### config.mk
export PLATFORM = sky130hd
export DESIGN_NAME = amicable_pair_check_unit
export DESIGN_NICKNAME = d
export VERILOG_FILES = /design/src/rtl/apc_pkg.sv /design/src/rtl/apc_div.sv /design/src/rtl/amicable_pair_check_unit.sv
export SDC_FILE = /design/constraint.sdc
export NUM_CORES = 1
export LEC_CHECK = 0
export BUFFER_PORTS_ARGS = -buffer_cell sky130_fd_sc_hd__buf_2
export CORE_MARGIN = 1.5
export CORE_UTILIZATION = 45
export DETAILED_ROUTE_END_ITERATION = 8
export PLACE_DENSITY = 0.65
export SETUP_SLACK_MARGIN = 0.2
export SLEW_MARGIN = 20
export SYNTH_ARGS = -nofsm -noshare
export SYNTH_HDL_FRONTEND = slang
export SYNTH_HIERARCHICAL = 1
export SYNTH_SLANG_ARGS = --single-unit
### constraint.sdc
create_clock -name clk_i -period 13 [get_ports clk_i]
set_input_delay 0.65 -clock clk_i [delete_from_list [all_inputs] [get_ports clk_i]]
set_output_delay 0.65 -clock clk_i [all_outputs]
set_load 0.05 [all_outputs]
### src/rtl/apc_pkg.sv
// Shared types and constants for the amicable pair check block.
package apc_pkg;

  // Extra bits above the value width that hold any proper divisor sum.
  localparam int unsigned SumGuardBits = 3;

  // Sequencer states, one-hot.
  typedef enum logic [3:0] {
    S_IDLE   = 4'b0001,
    S_LAUNCH = 4'b0010,
    S_WAIT   = 4'b0100,
    S_FINISH = 4'b1000
  } apc_state_e;

  // Status of the shared divider as seen by the sequencer.
  typedef struct packed {
    logic busy;
    logic done;
  } div_status_t;

endpackage

### src/rtl/apc_div.sv
// Shared restoring divider: one quotient bit per cycle.
module apc_div #(
  parameter int unsigned VALUE_BITS = 20
) (
  input  logic                    clk_i,
  input  logic                    rst_ni,
  input  logic                    start_i,
  input  logic [VALUE_BITS-1:0]   dividend_i,
  input  logic [VALUE_BITS-1:0]   divisor_i,
  output apc_pkg::div_status_t    status_o,
  output logic [VALUE_BITS-1:0]   quot_o,
  output logic [VALUE_BITS-1:0]   rem_o
);

  localparam int unsigned CountBits = $clog2(VALUE_BITS + 1);

  logic [VALUE_BITS-1:0] rem_q, rem_d;
  logic [VALUE_BITS-1:0] quo_q, quo_d;
  logic [VALUE_BITS-1:0] div_q, div_d;
  logic [CountBits-1:0]  cnt_q, cnt_d;
  logic                  busy_q, busy_d;
  logic                  done_q, done_d;

  logic [VALUE_BITS:0]   shifted;
  logic [VALUE_BITS:0]   divisor_ext;
  logic [VALUE_BITS:0]   diff;
  logic                  fits;

  assign shifted     = {rem_q, quo_q[VALUE_BITS-1]};
  assign divisor_ext = {1'b0, div_q};
  assign fits        = (shifted >= divisor_ext);
  assign diff        = shifted - divisor_ext;

  always_comb begin
    rem_d  = rem_q;
    quo_d  = quo_q;
    div_d  = div_q;
    cnt_d  = cnt_q;
    busy_d = busy_q;
    done_d = 1'b0;
    if (start_i) begin
      rem_d  = '0;
      quo_d  = dividend_i;
      div_d  = divisor_i;
      cnt_d  = CountBits'(VALUE_BITS);
      busy_d = 1'b1;
    end else if (busy_q) begin
      rem_d = fits ? diff[VALUE_BITS-1:0] : shifted[VALUE_BITS-1:0];
      quo_d = {quo_q[VALUE_BITS-2:0], fits};
      cnt_d = cnt_q - 1'b1;
      if (cnt_q == CountBits'(1)) begin
        busy_d = 1'b0;
        done_d = 1'b1;
      end
    end
  end

  always_ff @(posedge clk_i or negedge rst_ni) begin
    if (!rst_ni) begin
      busy_q <= 1'b0;
      done_q <= 1'b0;
      cnt_q  <= '0;
    end else begin
      busy_q <= busy_d;
      done_q <= done_d;
      cnt_q  <= cnt_d;
    end
  end

  always_ff @(posedge clk_i) begin
    rem_q <= rem_d;
    quo_q <= quo_d;
    div_q <= div_d;
  end

  assign status_o.busy = busy_q;
  assign status_o.done = done_q;
  assign quot_o        = quo_q;
  assign rem_o         = rem_q;

endmodule

### src/rtl/amicable_pair_check_unit.sv
// Top level: amicable pair test sequencer around a shared divider.
//
//  channel | signals                                   | direction
//  --------+-------------------------------------------+----------
//  in      | in_valid_i, in_ready_o, first_value_i,    | input
//          | second_value_i                            |
//  out     | out_valid_o, out_ready_i, is_pair_o       | output
//
// Each number n is tested against candidates d = 1, 2, ... until n / d < d;
// every candidate costs one launch and one full run of the serial divider.
// Reset clears the sequencer and output valid; no clearing pass is needed.
// A held result in the output register stalls only the final step of the next pair.
module amicable_pair_check_unit #(
  parameter int unsigned VALUE_BITS = 20
) (
  input  logic                  clk_i,
  input  logic                  rst_ni,
  input  logic                  in_valid_i,
  output logic                  in_ready_o,
  input  logic [VALUE_BITS-1:0] first_value_i,
  input  logic [VALUE_BITS-1:0] second_value_i,
  output logic                  out_valid_o,
  input  logic                  out_ready_i,
  output logic                  is_pair_o
);

  localparam int unsigned SumBits = VALUE_BITS + apc_pkg::SumGuardBits;

  apc_pkg::apc_state_e   state_q, state_d;
  logic                  phase_q, phase_d;
  logic                  out_valid_q, out_valid_d;
  logic                  is_pair_q, is_pair_d;
  logic [VALUE_BITS-1:0] a_q, a_d;
  logic [VALUE_BITS-1:0] b_q, b_d;
  logic [VALUE_BITS-1:0] n_q, n_d;
  logic [VALUE_BITS-1:0] d_q, d_d;
  logic [SumBits-1:0]    sum_q, sum_d;
  logic [SumBits-1:0]    sum_a_q, sum_a_d;

  logic                  in_xfer;
  logic                  div_start;
  apc_pkg::div_status_t  div_status;
  logic [VALUE_BITS-1:0] quot;
  logic [VALUE_BITS-1:0] rem;
  logic [SumBits-1:0]    add_lo;
  logic [SumBits-1:0]    add_hi;
  logic [SumBits-1:0]    sum_next;

  apc_div #(
    .VALUE_BITS(VALUE_BITS)
  ) u_div (
    .clk_i     (clk_i),
    .rst_ni    (rst_ni),
    .start_i   (div_start),
    .dividend_i(n_q),
    .divisor_i (d_q),
    .status_o  (div_status),
    .quot_o    (quot),
    .rem_o     (rem)
  );

  assign in_ready_o = (state_q == apc_pkg::S_IDLE);
  assign in_xfer    = in_valid_i && in_ready_o;
  assign div_start  = (state_q == apc_pkg::S_LAUNCH);

  // Divisor d and its cofactor, each counted once and only when below n.
  assign add_lo   = (d_q < n_q) ? SumBits'(d_q) : '0;
  assign add_hi   = ((quot != d_q) && (quot < n_q)) ? SumBits'(quot) : '0;
  assign sum_next = sum_q + add_lo + add_hi;

  always_comb begin
    state_d     = state_q;
    phase_d     = phase_q;
    out_valid_d = out_valid_q;
    is_pair_d   = is_pair_q;
    a_d         = a_q;
    b_d         = b_q;
    n_d         = n_q;
    d_d         = d_q;
    sum_d       = sum_q;
    sum_a_d     = sum_a_q;
    if (out_valid_q && out_ready_i) begin
      out_valid_d = 1'b0;
    end
    case (state_q)
      apc_pkg::S_IDLE: begin
        if (in_xfer) begin
          a_d     = first_value_i;
          b_d     = second_value_i;
          n_d     = first_value_i;
          d_d     = VALUE_BITS'(1);
          sum_d   = '0;
          phase_d = 1'b0;
          state_d = apc_pkg::S_LAUNCH;
        end
      end
      apc_pkg::S_LAUNCH: begin
        state_d = apc_pkg::S_WAIT;
      end
      apc_pkg::S_WAIT: begin
        if (div_status.done) begin
          if (quot < d_q) begin
            // All candidates up to sqrt(n) tried.
            if (!phase_q) begin
              sum_a_d = sum_q;
              n_d     = b_q;
              d_d     = VALUE_BITS'(1);
              sum_d   = '0;
              phase_d = 1'b1;
              state_d = apc_pkg::S_LAUNCH;
            end else begin
              state_d = apc_pkg::S_FINISH;
            end
          end else begin
            if (rem == '0) begin
              sum_d = sum_next;
            end
            d_d     = d_q + 1'b1;
            state_d = apc_pkg::S_LAUNCH;
          end
        end
      end
      apc_pkg::S_FINISH: begin
        // Hold until the output register is free.
        if (!out_valid_q || out_ready_i) begin
          is_pair_d   = (sum_a_q == SumBits'(b_q)) && (sum_q == SumBits'(a_q));
          out_valid_d = 1'b1;
          state_d     = apc_pkg::S_IDLE;
        end
      end
      default: begin
        state_d = apc_pkg::S_IDLE;
      end
    endcase
  end

  always_ff @(posedge clk_i or negedge rst_ni) begin
    if (!rst_ni) begin
      state_q     <= apc_pkg::S_IDLE;
      phase_q     <= 1'b0;
      out_valid_q <= 1'b0;
    end else begin
      state_q     <= state_d;
      phase_q     <= phase_d;
      out_valid_q <= out_valid_d;
    end
  end

  always_ff @(posedge clk_i) begin
    is_pair_q <= is_pair_d;
    a_q       <= a_d;
    b_q       <= b_d;
    n_q       <= n_d;
    d_q       <= d_d;
    sum_q     <= sum_d;
    sum_a_q   <= sum_a_d;
  end

  assign out_valid_o = out_valid_q;
  assign is_pair_o   = is_pair_q;

  a_div_idle_on_start: assert property (@(posedge clk_i) disable iff (!rst_ni)
    div_start |-> !div_status.busy)
    else $error("divider started while busy");

  a_candidate_nonzero: assert property (@(posedge clk_i) disable iff (!rst_ni)
    (state_q == apc_pkg::S_WAIT) |-> (d_q != '0))
    else $error("zero trial divisor");

  a_result_from_finish: assert property (@(posedge clk_i) disable iff (!rst_ni)
    $rose(out_valid_o) |-> $past(state_q == apc_pkg::S_FINISH))
    else $error("result raised outside finish step");

  a_transfer_clears_sum: assert property (@(posedge clk_i) disable iff (!rst_ni)
    in_xfer |=> (!phase_q && (sum_q == '0) && (d_q == VALUE_BITS'(1))))
    else $error("new pair did not start from a clean sum");

endmodule
# After elaboration in Yosys (flattened, before gate mapping)
# Index checks and enable logic that the tools add are counted.
# W data, S select, Z words.
[classes]
reduce_logical = 17
bitwise = 1
magnitude_cmp = 4
eq_ne = 15
n_addsub = 5
muxes = 42
[ops]
columns = ["operator", "n"]
rows = [
  ["$mux W20", 13],
  ["$mux W23", 5],
  ["$pmux W20 S2", 2],
  ["$lt A20 B20 Y1", 3],
  ["$add A23 B20 Y23", 2],
  ["$eq A23 B20 Y1", 2],
  ["$pmux W23 S2", 1],
  ["$ge A21 B20 Y1", 1],
  ["$add A20 B1 Y20 const B", 1],
  ["$logic_not A20 Y1", 1],
  ["$mux W4", 5],
  ["$ne A20 B20 Y1", 1],
  ["$sub A20 B20 Y20", 1],
  ["$pmux W4 S4", 1],
  ["$mux W1", 12],
  ["$reduce_and A4 Y1", 3],
  ["$mux W5", 2],
  ["$reduce_and A5 Y1", 2],
  ["$ne A2 B2 Y1 const B", 3],
  ["$ne A3 B3 Y1 const B", 2],
  ["$eq A5 B1 Y1 const B", 1],
  ["$sub A5 B1 Y5 const B", 1],
  ["$eq A4 B1 Y1 const B", 1],
  ["$eq A4 B2 Y1 const B", 1],
  ["other kinds (11)", 17],
]
[word_totals]
inputBits = 44
register_bits = 200

# Depth between registers and ports, before layout
[logic_depth]
ltp_word = 8
mapped_depth = 20
depth_no_buf = 19

# Modules after synthesis
# Netlist, hierarchy kept.
[by_module_without_submodules]
columns = ["module", "n_inst", "area_each_um2", "cells_each", "seq_area_each_um2"]
rows = [
  ["amicable_pair_check_unit", 1, 8635.8, 779, 3965.1],
  ["apc_div", 1, 3849.9, 374, 1776.7],
]

# Least setup slack after synthesis
# Ideal clock, no wire load.
[synth_path]
path_kind = "register to register"
startpoint = "register d_q[5]"
endpoint = "register n_q[0], enable pin"
arrival_ps = 3858
stages_incl_launch_ff = 9
slack_ps = 8795
required_ps = 12653
n_path_buf = 0
cell_sequence = "edfxtp_1 > inv_1 > ha_1 > a21oi_1 > o21ai_0 > a221oi_1 > nand3b_4 > nor3_1 > or2_2"
[synth_via]
elab_chain_cells = 3
[synth_rtl]
columns = ["item", "line", "rtl"]
rows = [
  ["start, declared", "amicable_pair_check_unit.sv:36", "logic [VALUE_BITS-1:0] d_q, d_d;"],
  ["start signal, assigned", "amicable_pair_check_unit.sv:154", "d_q <= d_d;"],
  ["$lt A20 B20 Y1", "amicable_pair_check_unit.sv:102", "if (quot < d_q) begin"],
  ["$ne A2 B2 Y1 (no source line)", "-", ""],
  ["$reduce_and A5 Y1 (no source line)", "-", ""],
  ["end signal, assigned", "amicable_pair_check_unit.sv:153", "n_q <= n_d;"],
  ["end, declared", "amicable_pair_check_unit.sv:35", "logic [VALUE_BITS-1:0] n_q, n_d;"],
]
# No other way between the ends.
# A chain may end at the register's enable or synchronous reset.

# Worst setup path in the final report
[layout_path]
startpoint = "register d_q[13]"
endpoint = "register sum_q[15], data pin"
[layout_via]
elab_chain_cells = 8
word_cells_on_any_way = 12
cone_classes = "add/sub (2); order compare (2); eq/ne (1); mux (6); reduce/logical (1)"
[layout_rtl]
columns = ["item", "line", "rtl"]
rows = [
  ["$lt A20 B20 Y1 / $ne A20 B20 Y1 (equally long branches)", "amicable_pair_check_unit.sv:67, amicable_pair_check_unit.sv:68", ""],
  ["$mux W20 / $logic_and A1 B1 Y1 (equally long branches)", "amicable_pair_check_unit.sv:67, amicable_pair_check_unit.sv:68", ""],
  ["$add A23 B20 Y23 / $mux W20 (equally long branches)", "amicable_pair_check_unit.sv:69, amicable_pair_check_unit.sv:68", ""],
  ["$add A23 B20 Y23", "amicable_pair_check_unit.sv:69", "assign sum_next = sum_q + add_lo + add_hi;"],
  ["$mux W23", "amicable_pair_check_unit.sv:115", "if (rem == '0) begin"],
  ["$mux W23 *", "amicable_pair_check_unit.sv:102", ""],
  ["$mux W23 *", "amicable_pair_check_unit.sv:101", "if (div_status.done) begin"],
  ["$pmux W23 S2 *", "amicable_pair_check_unit.sv:85", "case (state_q)"],
  ["end signal, assigned", "amicable_pair_check_unit.sv:155", "sum_q <= sum_d;"],
  ["end, declared", "amicable_pair_check_unit.sv:37", "logic [SumBits-1:0] sum_q, sum_d;"],
]
# Every way passes the cells marked *; elsewhere a longest branch is shown, timed or not. The select of a mux whose other input is x is not followed.

==> impl_metrics.yaml <==
worst_setup_path:
  cp_slowest_cell: "edfxtp_1"
  cpPeakStageDelay_ns: 0.50
  crit_top_cell: "a21o_1"
  worst_ep_required_time_ns: 13.16
  crit_arrival_ns: 4.81
  crit_path_end_kind: "flip-flop"
  path_cells: "ha_1 > a21o_1 > a21oi_1 > o21ai_0 > a21o_1 > a221oi_1 > buf_4 > nand2_1 > fa_1 > inv_1 > ha_1 > inv_1 > fa_1 > nand2b_1 > a21o_1 > a211oi_2 > o311ai_0 > a21oi_1 > nor3_1"
  path_class: "flip-flop to flip-flop"
  cp_max_fo: 20
  worstSetupStartpointType: "flip-flop"
drt:
  drt_pass1_iterations: 5
  final_antenna_net_count: 0
  first_iter_violations: 721
  vias_per_cell: 5.70
  routed_wl_um: 30700
  routedWlPerCell_um: 19.5
  drc: 0
  vias: 8952
sta:
  rsz0062_at_grt: "no"
  period_share_pct: 35.8
  fin_skew_ns: 0.0165
  setup_tns_ns: 0
  relSlewSlack_pct: 28.1
  timing.final.crit_period_ns: 4.65
  worst_slew_pin_slew_ns: 1.08
  max_freq_mhz: 215
  hold-worst-slack_ns: 0.0818
  finalMaxSlewViolations: 0
  setup_viol: 0
  worst_slack_ns: 8.35
  final_hold_viol_count: 0
cts:
  cts-root-buf: "clkbuf_16"
  cts_resized: 0
  cts_tree: "done"
  cts_buffers: 17
  clkLatencyLatePin_ns: 0.45
  ctsHoldBuffers: 0
  cts.sinks: 200
  postCtsSetupBuffers: 0
  clk_pin_slew_worst_paths_ns: 0.08
  cts_buffer_depth: 2
  cts_htree_levels: 4
power:
  intPower_uw: 2080
  p_sw_uw: 1800
  clkPwrFrac_pct: 14.2
  comb_power_share_pct: 56.5
  seqPwrFrac_pct: 29.3
  p_sw_share_pct: 46.4
  power.leakage_uw: 0.00544
  ir_drop_mv: 0.129
  powerDensity_mw_per_mm2: 284
die:
  die_height_um: 170
  core_area_mm2: 0.0271
  rows: 60
  die_w_um: 170
  initial_core_util_pct: 46.0
  num_io_pins: 47
  die_area_mm2: 0.0287
placement:
  port_buffers: 46
  dp_cells: 1539
  place_ws_ns: 8.45
  post-dp-hpwl_um: 23200
  gp_congestion: 0.884
layout:
  nets: 1353
  finalNonFillerCells: 1571
  syn_to_final_growth_pct: 9.65
  n_fill_cell: 2420
  fin_util_pct: 50.5
  layout_commonest_cell: "edfxtp_1"
  final_cell_mix: "edfxtp_1 (167), nor2_1 (111), ha_1 (101), inv_1 (78), nand2_1 (72)"
  diodes: 0
  drive_gt1_share_pct: 13.0
synth:
  synthCells: 1152
  syn-num-nets: 1319
  yosys_warnings: 6
  netlist_area_mm2: 0.0125
  avgSynthCellArea_um2: 10.8
worst_hold_path:
  hold_path_class: "input pin to asynchronous set/reset pin"
global_routing:
  grtUsageTotal_pct: 22.0
  antenna_found_initial: 0
  grt_pass1_wl_um: 48300
  grt_max_degree: 62
  grt_pass1_vias: 8815
  overflow: 0
flow_run:
  maxCapViolations: 0
outcome:
  outcome: "finished clean"
## registers in the layout, summed over array words and instances, names as in the netlist
register,cells
u_div/quot_o,20
b_q,20
state_q,4
is_pair_o,1
a_q,20
phase_q,1
u_div/rem_o,20
out_valid_o,1
u_div/done_q,1
d_q,20
sum_a_q,23
sum_q,23
u_div/cnt_q,5
u_div/busy_q,1
u_div/div_q,20
n_q,20
## worst max-delay path, delay by kind of cell, from the launching register on
kind            cells  cell delay, ns
simple gates        3            0.34
fa+ha+maj           4            1.33
compound gates      9            1.78
buf+inv             3            0.41
flops               1            0.50
## per-layer routing
metal	global-route usage, %	share of wire, %	vias to the layer above
met5	0	0	-
met4	7.58	2.5	0
met3	3.40	4.5	44
met2	37.2	49	244
met1	28.8	44	4357
li1	-	-	4307
## cell type report
type,count,area [um2],share of cell area [%]
multi-input combinational,832,6270,45.8
sequential,200,5740,42.0
inverter,80,300,2.19
tap,372,465,3.40
clock inverter,15,184,1.34
timing repair buffer,55,298,2.18
clock buffer,17,425,3.11
## path summary, 6_finish.rpt
check                           slack, ns          startpoint          to  cells past startpoint
min in group clk_i                   0.36  second_value_i[17]     b_q[17]                      1
max in group asynchronous           12.63              rst_ni  state_q[0]                      1
worst max-delay path                 8.35             d_q[13]   sum_q[15]                     19
worst max register to register       8.35             d_q[13]   sum_q[15]                     19
worst min-delay path                 0.08              rst_ni  state_q[3]                      1
worst min register to register       0.50        u_div/done_q  state_q[2]                      1
## power groups by stage
stage               Combinational [uW]  Sequential, uW  Clock, uW
floorplan                         1700            1050          0
global placement                  2140            1140          0
detailed placement                2160            1150          0
CTS                               2170            1130        561
global route                      2430            1160        582
finish                            2200            1140        551
## metrics by stage
step / power (uW) / area [um2]
2_1_floorplan: 2760 / 12500
3_5_place_dp: 3300 / 13100
6_report: 3880 / 13700
4_1_cts: 3870 / 13700
3_3_place_gp: 3280 / 13100
5_1_grt: 4180 / 13700
Power figures use the tool's default switching activity.
